**src/sv/ctd_queue.sv**
```systemverilog
`timescale 1ns / 1ps
// small register queue between pipeline parts
module ctd_queue #(
   parameter int WIDTH = 8,
   parameter int DEPTH = 2
) (
   input  logic             clock,
   input  logic             reset,
   input  logic             push,
   input  logic [WIDTH-1:0] push_data,
   output logic             full,
   input  logic             pop,
   output logic [WIDTH-1:0] pop_data,
   output logic             empty
);

   localparam int PTR_W = $clog2(DEPTH);
   localparam int CNT_W = $clog2(DEPTH + 1);

   logic [WIDTH-1:0] data_ff [DEPTH];
   logic [PTR_W-1:0] wr_ptr_ff, wr_ptr_in;
   logic [PTR_W-1:0] rd_ptr_ff, rd_ptr_in;
   logic [CNT_W-1:0] count_ff, count_in;
   logic             do_push;
   logic             do_pop;

   assign full     = (count_ff == CNT_W'(DEPTH));
   assign empty    = (count_ff == '0);
   assign do_push  = push && !full;
   assign do_pop   = pop && !empty;
   assign pop_data = data_ff[rd_ptr_ff];

   always_comb begin
      wr_ptr_in = do_push ? PTR_W'(wr_ptr_ff + 1'b1) : wr_ptr_ff;
      rd_ptr_in = do_pop ? PTR_W'(rd_ptr_ff + 1'b1) : rd_ptr_ff;
      count_in  = count_ff;
      if (do_push && !do_pop) begin
         count_in = CNT_W'(count_ff + 1'b1);
      end else if (do_pop && !do_push) begin
         count_in = CNT_W'(count_ff - 1'b1);
      end
   end

   always_ff @(posedge clock) begin
      if (reset) begin
         wr_ptr_ff <= '0;
         rd_ptr_ff <= '0;
         count_ff  <= '0;
      end else begin
         wr_ptr_ff <= wr_ptr_in;
         rd_ptr_ff <= rd_ptr_in;
         count_ff  <= count_in;
      end
   end

   always_ff @(posedge clock) begin
      if (do_push) begin
         data_ff[wr_ptr_ff] <= push_data;
      end
   end

endmodule

```
**config.mk**
```make
export PLATFORM = sky130hd
export DESIGN_NAME = ctd_queue
export DESIGN_NICKNAME = d
export VERILOG_FILES = /design/src/sv/ctd_queue.sv
export SDC_FILE = /design/constraint.sdc
export NUM_CORES = 1
export LEC_CHECK = 0
export ABC_AREA = 1
export BUFFER_PORTS_ARGS = -buffer_cell sky130_fd_sc_hd__buf_2
export CAP_MARGIN = 10
export CELL_PAD_IN_SITES_DETAIL_PLACEMENT = 1
export CELL_PAD_IN_SITES_GLOBAL_PLACEMENT = 1
export CORE_MARGIN = 4
export CORE_UTILIZATION = 30
export CTS_CLUSTER_DIAMETER = 120
export DETAILED_ROUTE_END_ITERATION = 6
export PLACE_DENSITY = 0.63
export SYNTH_ARGS = -nofsm -noshare
export SYNTH_HDL_FRONTEND = slang
export SYNTH_SLANG_ARGS = --single-unit
```
**constraint.sdc**
```tcl
create_clock -name clock -period 3.85 [get_ports clock]
set_clock_uncertainty 0.2 [all_clocks]
set_input_delay 0 -clock clock [delete_from_list [all_inputs] [get_ports clock]]
set_output_delay 0 -clock clock [all_outputs]
set_load 0.01 [all_outputs]
```
==> impl_metrics.env <==
export IMPL_cts_root_buffer="clkbuf_4"
export IMPL_wire_per_inst_um=12.90
export IMPL_grt_pass1_wl_um=2677
export IMPL_drc=0
export IMPL_insertion_delay_ns=0.29
export IMPL_worstHoldPathCells=2
export IMPL_seqCellArea_sq_um=580.6
export IMPL_htree_levels=1
export IMPL_antenna_found_initial=0
export IMPL_numCtsBuffers=3
export IMPL_stdcell_area_sq_mm=0.001102
export IMPL_grt_overflow=0
export IMPL_synth_seq_cells=21
export IMPL_worstMarginPinSlew_ns=0.6940
export IMPL_synth_seq_area_share=0.7009
export IMPL_fillCellCount=280
export IMPL_gp_congestion=0.6827
export IMPL_grt_setup_unrepaired="false"
export IMPL_worst_ep_required_time_ns=3.59
export IMPL_syn_cell_area_sq_um=828.3
export IMPL_power_density_mw_per_mm2=564.0
export IMPL_synth_warnings=0
export IMPL_layout_commonest_cell="buf_2"
export IMPL_die_h_um=60.55
export IMPL_fmax_mhz=573.5
export IMPL_final_min_clock_period_ns=1.744
export IMPL_io_pins=22
export IMPL_die_area_sq_mm=0.003666
export IMPL_syn2layout_area_growth_pct=33.08
export IMPL_dr_pass1_iters=4
export IMPL_drv_slew=0
export IMPL_reg2regPathDepth=2
export IMPL_final_hold_viol_count=0
export IMPL_cts_sinks=21
export IMPL_tritoncts="built"
export IMPL_rows=18
export IMPL_end_kind="flop"
export IMPL_drive_above_1_share=0.3814
export IMPL_crit_fanout=8
export IMPL_start_util=0.3255
export IMPL_post_cts_buffers=0
export IMPL_vias=569
export IMPL_crit_arrival_ns=1.48
export IMPL_synth_net_count=75
export IMPL_multi_input_area_sq_um=209.0
export IMPL_ys_types=16
export IMPL_nets=111
export IMPL_port_buffers=21
export IMPL_syn_avg_cell_area_sq_um=13.36
export IMPL_slew_headroom=0.5356
export IMPL_grt_usage=0.1034
export IMPL_dr_first_iter_drc_count=4
export IMPL_die_w_um=60.55
export IMPL_setup_viol=0
export IMPL_final_core_util=0.4331
export IMPL_routed_wl_um=1638
export IMPL_irDropWorstVdd_uv=256.1
export IMPL_timing_final_ws_setup_ns=2.106
export IMPL_regToRegSetupSlack_ns=2.11
export IMPL_fin_setup_tns_ns=0
export IMPL_post_dp_hpwl_um=1249
export IMPL_dp_slack_ns=2.078
export IMPL_core_sq_mm=0.002545
export IMPL_antennaDiodeCount=0
export IMPL_grt_pass1_vias=618
export IMPL_maxCapViolations=0
export IMPL_leakage_nw=0.4517
export IMPL_syn_inst=62
export IMPL_vias_per_cell=4.480
export IMPL_status="finished clean"
export IMPL_grt_max_degree=12
export IMPL_holdCritPathClass="in -> reg"
export IMPL_start_kind="flop"
export IMPL_post_dp_cell_area_sq_um=965.9
export IMPL_clockBufferDepth=2
export IMPL_crit_type="reg -> reg"
export IMPL_finalPower_mw=0.6217
export IMPL_layout_common_cells="21 x buf_2, 16 x edfxtp_1, 11 x dlygate4sd3_1, 9 x nor2_1, 8 x mux2_2"
export IMPL_clk_pin_slew_worst_paths_ns=0.11
export IMPL_timing_final_crit_share=0.4529
export IMPL_antenna_left=0
-- cell usage after synthesis --
master,n,area share
a21oi_1,1,0.0060
and2_4,1,0.011
buf_2,1,0.0060
dfxtp_1,5,0.12
edfxtp_1,16,0.58
ha_1,1,0.015
inv_1,7,0.032
inv_2,2,0.0091
mux2_2,8,0.11
nand2_1,4,0.018
nand3_1,1,0.0060
nand4_1,1,0.0076
nor2_1,9,0.041
o21ai_0,2,0.012
o21ai_1,1,0.0060
o21ai_2,2,0.021
-- area by class of cell --
type	instances	share of cell area
multi-input cells	31	0.1896
repair buffers	32	0.1952
inverters	9	0.03065
flip-flops and latches	21	0.5267
clock buffers	4	0.02384
well taps	30	0.03405
-- power breakdown --
part	total [mW]	internal, mW	switching, mW
clock network	0.102	0.0402	0.0615
registers	0.321	0.289	0.0314
logic	0.199	0.0931	0.106
-- flip-flops by register name, indices dropped and copies added, names as in the netlist, named ones only --
name and cells:
data_ff 16, count_ff 2, rd_ptr_ff 1, wr_ptr_ff 1
-- metrics by stage --
stage	hold WS (ns)	instances
2_1_floorplan	-0.1011	62
3_3_place_gp	-0.01005	112
3_5_place_dp	-0.002618	112
4_1_cts	0.2218	127
5_1_grt	0.2263	127
6_report	0.2313	127
-- critical path, cell delays in order (launching register included) --
cell and delay [ns]:
dfxtp_1 0.50, o21ai_2 0.14, nor2_1 0.55
-- cell families after synthesis --
kind of cell,Yosys count,synth area share
AO/OA/AOI/OAI,6,0.04531
adder cells (fa/ha/maj),1,0.01510
buffers and inverters,10,0.04683
flip-flops,21,0.7009
multiplexers,8,0.1088
AND/OR/NAND/NOR,16,0.08307
-- metal layers --
layer	up-vias	global-route usage	routed length, um
li1	282	-	-
met1	268	0.1052	680
met2	17	0.2006	862
met3	2	0.02766	86
met4	0	0.03715	7
met5	-	0	0
-- path summary, 6_finish.rpt --
kind | start | endpoint
worst max-delay path | count_ff[0] | data_ff[0][4]
worst min-delay path | push_data[3] | data_ff[0][3]
worst max register to register | count_ff[0] | data_ff[0][4]
worst min register to register | wr_ptr_ff | wr_ptr_ff
-- timing repair --
item | CTS | global route
hold buffers | 11 | 0
endpoints found under the hold margin | 21 | 0
gates resized for setup | 0 | 0
Note: power is estimated with default switching activity, not from simulation.
