`src/sv/ctd_pkg.sv`:
```
`timescale 1ns / 1ps
// shared types and constants for the corner triple deduplicator
package ctd_pkg;

   localparam int DEFAULT_TABLE_DEPTH = 1024;
   localparam int DEFAULT_INDEX_BITS  = 24;
   localparam int VERTEX_NUMBER_WIDTH = 10;
   localparam int EPOCH_WIDTH         = 8;
   localparam int QUEUE_DEPTH         = 2;
   localparam int CSR_INDEX_WIDTH     = 8;
   localparam int CSR_DATA_WIDTH      = 32;

   localparam logic [CSR_INDEX_WIDTH-1:0] CSR_USE_TEX_COORDS = CSR_INDEX_WIDTH'(0);
   localparam logic [CSR_INDEX_WIDTH-1:0] CSR_USE_NORMALS    = CSR_INDEX_WIDTH'(1);

   typedef struct packed {
      logic [VERTEX_NUMBER_WIDTH-1:0] vertex_number;
      logic                           is_new;
      logic                           overflow;
   } rsp_type;

   localparam int RSP_WIDTH = $bits(rsp_type);

endpackage

```
`src/sv/ctd_front.sv`:
```
`timescale 1ns / 1ps
// front part: control registers, key forming and slot hashing
module ctd_front #(
   parameter int TABLE_DEPTH = ctd_pkg::DEFAULT_TABLE_DEPTH,
   parameter int INDEX_BITS  = ctd_pkg::DEFAULT_INDEX_BITS,
   parameter int ENTRY_W     = 1 + 3 * INDEX_BITS + $clog2(TABLE_DEPTH) + 1
) (
   input  logic                                 clock,
   input  logic                                 reset,
   input  logic                                 csr_valid,
   output logic                                 csr_ready,
   input  logic [ctd_pkg::CSR_INDEX_WIDTH-1:0]  csr_index,
   input  logic [ctd_pkg::CSR_DATA_WIDTH-1:0]   csr_write_data,
   input  logic                                 req_first_corner,
   input  logic [INDEX_BITS-1:0]                req_position_index,
   input  logic [INDEX_BITS-1:0]                req_tex_index,
   input  logic                                 req_tex_present,
   input  logic [INDEX_BITS-1:0]                req_normal_index,
   input  logic                                 req_normal_present,
   output logic [ENTRY_W-1:0]                   entry
);

   import ctd_pkg::*;

   localparam int SLOT_BITS = $clog2(TABLE_DEPTH) + 1;
   localparam int KEY_W     = 3 * INDEX_BITS;

   logic                  use_tex_ff, use_tex_in;
   logic                  use_nrm_ff, use_nrm_in;
   logic [INDEX_BITS-1:0] tex_part;
   logic [INDEX_BITS-1:0] nrm_part;
   logic [KEY_W-1:0]      key;
   logic [SLOT_BITS-1:0]  hash;

   assign csr_ready = 1'b1;

   always_comb begin
      use_tex_in = use_tex_ff;
      use_nrm_in = use_nrm_ff;
      if (csr_valid) begin
         unique case (csr_index)
            CSR_USE_TEX_COORDS: use_tex_in = csr_write_data[0];
            CSR_USE_NORMALS:    use_nrm_in = csr_write_data[0];
            default: ;
         endcase
      end
   end

   always_ff @(posedge clock) begin
      if (reset) begin
         use_tex_ff <= 1'b0;
         use_nrm_ff <= 1'b0;
      end else begin
         use_tex_ff <= use_tex_in;
         use_nrm_ff <= use_nrm_in;
      end
   end

   assign tex_part = (use_tex_ff && req_tex_present) ? req_tex_index : '0;
   assign nrm_part = (use_nrm_ff && req_normal_present) ? req_normal_index : '0;
   assign key      = {nrm_part, tex_part, req_position_index};

   // xor fold of the key onto the slot address
   always_comb begin
      hash = '0;
      for (int i = 0; i < KEY_W; i++) begin
         hash[i % SLOT_BITS] = hash[i % SLOT_BITS] ^ key[i];
      end
   end

   assign entry = {req_first_corner, key, hash};

endmodule

```
`config.mk`:
```
export PLATFORM = sky130hd
export DESIGN_NAME = ctd_front
export DESIGN_NICKNAME = d
export VERILOG_FILES = /design/src/sv/ctd_pkg.sv /design/src/sv/ctd_front.sv
export SDC_FILE = /design/constraint.sdc
export NUM_CORES = 1
export LEC_CHECK = 0
export BUFFER_PORTS_ARGS = -buffer_cell sky130_fd_sc_hd__buf_2
export CAP_MARGIN = 10
export CORE_AREA = 2 2 78 80
export CTS_CLUSTER_DIAMETER = 150
export DETAILED_ROUTE_END_ITERATION = 8
export DIE_AREA = 0 0 80 82
export PLACE_DENSITY = 0.68
export SLEW_MARGIN = 0
export SYNTH_ARGS = -nofsm -noshare
export SYNTH_HDL_FRONTEND = slang
export SYNTH_SLANG_ARGS = --single-unit
```
`constraint.sdc`:
```
create_clock -name clock -period 1.3 [get_ports clock]
set_input_delay 0.065 -clock clock [delete_from_list [all_inputs] [get_ports clock]]
set_output_delay 0.065 -clock clock [all_outputs]
set_load 0.05 [all_outputs]
```
==> results of run 1 <==
registers in the layout, summed over array words and instances, names as in the netlist:
| register | cells |
|---|---|
| use_tex_ff | 1 |
| use_nrm_ff | 1 |
worst max path at each step:
stage                     to  slack [ps]  cells after the start
floorplan           entry[2]          -5                      4
global placement    entry[5]        -120                      5
detailed placement  entry[5]        -100                      5
CTS                 entry[4]        -150                      4
global route        entry[5]        -200                      4
finish              entry[4]        -150                      4
critical path, cell delays in order, from the launching register on:
cell,delay [ps]
dfxtp_4,360
nand2_8,100
nor2_1,130
xnor3_2,420
buf_6,160
metrics by stage:
step                      setup WS, ps  cells
after floorplan                  -4.95    168
after global placement            -119    381
after detailed placement         -98.5    381
after CTS                         -146    384
after global routing              -199    384
final                             -147    384
layout by cell type (no fill, tap or decap):
cell / instances
a21oi_1: 2
nor2_2: 10
conb_1: 1
or4_1: 1
or4b_4: 1
inv_1: 1
o31ai_1: 2
and3_2: 4
nor4_1: 1
nand2_8: 1
nor4b_1: 1
buf_6: 7
xnor3_2: 9
buf_4: 46
nor2_4: 5
buf_2: 110
nor2_1: 7
xnor3_1: 6
xor2_1: 2
buf_12: 1
nand4_1: 2
buf_8: 5
dfxtp_4: 2
xnor2_1: 29
clkbuf_8: 3
clkbuf_4: 5
nand2_4: 1
and3_1: 44
synthesized netlist by cell type:
| master | instances | area, sq um |
|---|---|---|
| and3_1 | 44 | 275 |
| xnor2_1 | 29 | 254 |
| buf_4 | 27 | 203 |
| nor2_1 | 20 | 75.1 |
| xnor3_1 | 15 | 338 |
| clkbuf_1 | 8 | 30.0 |
| and3_2 | 4 | 30.0 |
| a21oi_1 | 2 | 10.0 |
| dfxtp_1 | 2 | 40.0 |
| nand2_2 | 2 | 12.5 |
| nand4_1 | 2 | 12.5 |
| nor2_2 | 2 | 12.5 |
| o31ai_1 | 2 | 15.0 |
| xor2_1 | 2 | 17.5 |
| buf_6 | 1 | 11.3 |
| conb_1 | 1 | 3.75 |
| inv_1 | 1 | 3.75 |
| nor4_1 | 1 | 6.26 |
| nor4b_1 | 1 | 8.76 |
| or4_1 | 1 | 7.51 |
| or4b_4 | 1 | 13.8 |
power by group through the flow:
stage	Sequential, mW	Clock [mW]	Combinational, mW
finish	0.0580	0.245	0.891
global route	0.0580	0.258	0.940
CTS	0.0601	0.250	0.888
detailed placement	0.0628	0	0.801
global placement	0.0628	0	0.794
floorplan	0.0628	0	0.598
layout make-up:
class / count / share of cell area (%)
flip-flops and latches: 2 / 1.92
repair buffers: 174 / 44.8
clock buffers: 3 / 1.67
well taps: 75 / 3.79
inverters: 1 / 0.152
multi-input cells: 129 / 47.7
kinds of logic after synthesis:
kind of cell / count (synthesis) / synth area share (%)
other: 1 / 0.272
AOI/OAI and AO/OA: 4 / 1.81
DFF: 2 / 2.90
buffers and inverters: 37 / 18.0
xor gates and xnor gates: 46 / 44.2
and+or+nand+nor: 78 / 32.9
metal layers:
metal  global-route usage (%)  routed length (um)  part of all wire, %
met4                     1.53                  16                 0.32
met5                        0                   0                    0
met3                     1.10                 402                  8.1
met1                     14.7                1740                   35
met2                     30.3                2830                   57
timing repair:
item	in CTS	in global routing
endpoints found under the setup margin	35	58
pin swaps	4	0
resized for setup	87	12
buffers inserted	0	0
==> results.json, run 1 <==
{
  "min_path_type": "in -> reg",
  "first_iter_violations": 12,
  "r2r_end": "use_tex_ff$_SDFFE_PP0P_",
  "syn_inst": 168,
  "numCtsBuffers": 3,
  "hold-path-endpoint": "use_nrm_ff$_SDFFE_PP0P_",
  "cts_tree": "built",
  "endpoint_kind": "primary output",
  "power_frac_comb_pct": 74.6,
  "yosysSeqAreaShare_pct": 2.90,
  "dpl_cell_area_sq_um": 2140,
  "r2r_slack_ps": 390,
  "reg2reg_depth": 3,
  "port_buffers": 168,
  "p_seq_share_pct": 4.9,
  "hpwlAfterDp_um": 4140,
  "grt_overflow": 0,
  "fin_skew_ps": 0,
  "p_clk_share_pct": 20.5,
  "final-hold-violation-count": 0,
  "clk_pin_slew_ps": 30,
  "timing.setup.tns_ps": -1180,
  "wl_per_cell_um": 13.0,
  "grt_pass1_vias": 1569,
  "synthesis.area_sq_um": 1380,
  "die_h_um": 82,
  "fill_cells": 588,
  "ios": 203,
  "rows": 28,
  "violations": "setup timing",
  "multi_input_area_sq_um": 1180,
  "wl_um": 4990,
  "p_per_area_nw_per_um2": 483,
  "h-tree-depth": 1,
  "gp_congestion": 0.753,
  "initial_core_util_pct": 24.0,
  "drt_first_pass_iters": 3,
  "cts-root-buf": "clkbuf_8",
  "postCtsHoldBufs": 0,
  "antenna_found_initial": 0,
  "worstPathMaxFanout": 11,
  "setup_ws_ps": -147,
  "critPathKind": "reg -> out",
  "synth-seq-cells": 2,
  "slew_viol_final": 0,
  "grt_usage_pct": 13.9,
  "antenna_left": 0,
  "whs_path_depth": 2,
  "cp-startpoint": "use_tex_ff$_SDFFE_PP0P_",
  "coreArea_sq_um": 5750,
  "drv_cap": 0,
  "ir_worst_vdd_mv": 0.564,
  "worstSkewPairLatency_ps": 210,
  "min_from": "reset",
  "start_kind": "flip-flop",
  "nets": 429,
  "cts_buffer_depth": 2,
  "syn-num-nets": 286,
  "vias_per_cell": 4.46,
  "switching_share_pct": 46.3,
  "rsz0062_at_grt": "yes",
  "num_vias": 1711,
  "crit_arrival_ps": 1380,
  "seq_area_sq_um": 47.5,
  "fin_util_pct": 43.1,
  "die_area_sq_um": 6560,
  "power_switching_uw": 553,
  "drive_gt1_share_pct": 68.0,
  "diodes": 0,
  "synth_cell_type_count": 21,
  "p_leak_nw": 1.45,
  "ys_warn_count": 0,
  "fin_crit_ps": 1450,
  "power.total_mw": 1.19,
  "stdcell_area_sq_um": 2470,
  "fmax_ghz": 0.691,
  "setup_viol": 11,
  "worstReg2RegStart": "use_tex_ff$_SDFFE_PP0P_",
  "grt_pass1_wl_um": 7200,
  "crit_required_ps": 1240,
  "numClockSinks": 2,
  "grt_start_max_net_pins": 26,
  "drcViolationCount": 0,
  "fin_hold_ws_ps": 13.9,
  "syn_area_per_cell_sq_um": 8.21,
  "cellInternalPower_uw": 641,
  "post-route-period-util_pct": 111,
  "areaGrowthSynthToFinish_pct": 79.2,
  "status": "finished with violations",
  "die_w_um": 80
}
Note: power is estimated with default switching activity, not from simulation.
==> run 2: changes to the inputs <==
--- a/config.mk
+++ b/config.mk
@@ -5,6 +5,7 @@
 export SDC_FILE = /design/constraint.sdc
 export NUM_CORES = 1
 export LEC_CHECK = 0
+export ABC_CLOCK_PERIOD_IN_PS = 1300
 export BUFFER_PORTS_ARGS = -buffer_cell sky130_fd_sc_hd__buf_2
 export CAP_MARGIN = 10
 export CORE_AREA = 2 2 78 80
@@ -12,6 +13,7 @@
 export DETAILED_ROUTE_END_ITERATION = 8
 export DIE_AREA = 0 0 80 82
 export PLACE_DENSITY = 0.68
+export REMOVE_ABC_BUFFERS = 1
 export SLEW_MARGIN = 0
 export SYNTH_ARGS = -nofsm -noshare
 export SYNTH_HDL_FRONTEND = slang
==> results.json, run 2 (synthesis results as in run 1) <==
{
  "hpwlAfterDp_um": 4080,
  "setup_viol": 12,
  "fill_cells": 585,
  "cp_slowest_cell": "xnor3_1",
  "crit_required_ps": 1240,
  "p_per_area_nw_per_um2": 469,
  "rsz0062_at_grt": "yes",
  "post-route-period-util_pct": 110,
  "ios": 203,
  "die_h_um": 82,
  "worstSkewPairLatency_ps": 210,
  "wl_um": 5110,
  "initial_core_util_pct": 24.0,
  "start_kind": "flip-flop",
  "pre_cts_ws_ps": -181,
  "gp_congestion": 0.729,
  "endpoint_kind": "primary output",
  "drcViolationCount": 0,
  "rows": 28,
  "vias_per_cell": 4.43,
  "worstPathMaxFanout": 5,
  "top_regs": "use_nrm_ff: 1 flops, use_tex_ff: 1 flops",
  "die_w_um": 80,
  "status": "finished with violations",
  "clk_pin_slew_ps": 30,
  "min_path_type": "in -> reg",
  "fin_crit_ps": 1430,
  "ir_worst_vdd_mv": 0.635,
  "grt_overflow": 0,
  "cts_tree": "built",
  "slew_viol_final": 0,
  "path_cells": "nand2_4, nor2_1, xnor3_1, buf_6",
  "p_leak_nw": 1.48,
  "violations": "setup timing",
  "drive_gt1_share_pct": 65.7,
  "crit_arrival_ps": 1370,
  "fin_skew_ps": 0,
  "antenna_left": 0,
  "fin_hold_ws_ps": 20.3,
  "grt_usage_pct": 13.9,
  "setup_ws_ps": -130,
  "wl_per_cell_um": 13.1,
  "final_cell_mix": "110 x buf_2, 44 x and3_1, 34 x buf_4, 29 x xnor2_1, 20 x clkbuf_4",
  "diodes": 0,
  "port_buffers": 168,
  "antenna_found_initial": 0,
  "fin_util_pct": 43.9,
  "cpPeakStageDelay_ps": 410,
  "layout_commonest_cell": "buf_2",
  "final-hold-violation-count": 0,
  "grt_pass1_vias": 1503,
  "num_vias": 1727,
  "coreArea_sq_um": 5750,
  "die_area_sq_um": 6560,
  "drt_first_pass_iters": 4,
  "critical-path-top-delay-family": "XOR/XNOR gates",
  "numClockSinks": 2,
  "first_iter_violations": 34,
  "h-tree-depth": 1,
  "fmax_ghz": 0.699,
  "nets": 435,
  "grt_start_max_net_pins": 26,
  "cts_buffer_depth": 2,
  "critPathKind": "reg -> out",
  "timing.critical_path.buf_inv": 1,
  "grt_pass1_wl_um": 7050,
  "areaGrowthSynthToFinish_pct": 83.0,
  "power.total_mw": 1.18,
  "cts-root-buf": "clkbuf_8",
  "numCtsBuffers": 3,
  "drv_cap": 0
}
## run 2: routing by layer
metal / vias up / part of all wire (%) / track usage, %
li1: 855 / - / -
met1: 750 / 37 / 15.5
met2: 122 / 52 / 27.8
met3: 0 / 11 / 2.75
met4: 0 / 0 / 1.53
met5: - / 0 / 0
## run 2: repair_timing
action,4_1_cts,5_1_grt
cloned,2,0
endpoints found under the setup margin,33,58
resized for setup,82,25
setup buffers,2,0
pin swaps,15,0
hold buffers,0,0
## run 2: per-stage QoR
step / cells / TNS [ps] / instance area (sq um)
after CTS: 390 / -1310 / 2460
after detailed placement: 383 / -1050 / 2130
final: 390 / -1140 / 2520
after global routing: 390 / -2450 / 2520
after floorplan: 132 / -2820 / 1140
after global placement: 383 / -1060 / 2130
## run 2: worst register-to-register path: stages, from the launching register on
cell and delay [ps]:
dfxtp_4 370, buf_4 230, o31ai_1 100, a21oi_1 140
## run 2: cell type report
cell class,count,area (sq um),area share (%)
inverter,1,3.75,0.149
multi-input combinational,131,1220,48.4
timing repair buffer,178,1120,44.3
sequential,2,47.5,1.88
tap,75,93.8,3.72
clock buffer,3,41.3,1.64
## run 2: worst paths after layout
kind	slack, ps	end	depth (start not counted)	from
min reg2reg	700	use_tex_ff$_SDFFE_PP0P_	3	use_tex_ff$_SDFFE_PP0P_
max	-130	entry[8]	4	use_nrm_ff$_SDFFE_PP0P_
max reg2reg	390	use_nrm_ff$_SDFFE_PP0P_	3	use_nrm_ff$_SDFFE_PP0P_
min	20	use_tex_ff$_SDFFE_PP0P_	2	reset
## run 2: power by group
group	switching, mW	internal, mW
sequential	0.000184	0.0579
clock	0.0485	0.196
combinational	0.510	0.372
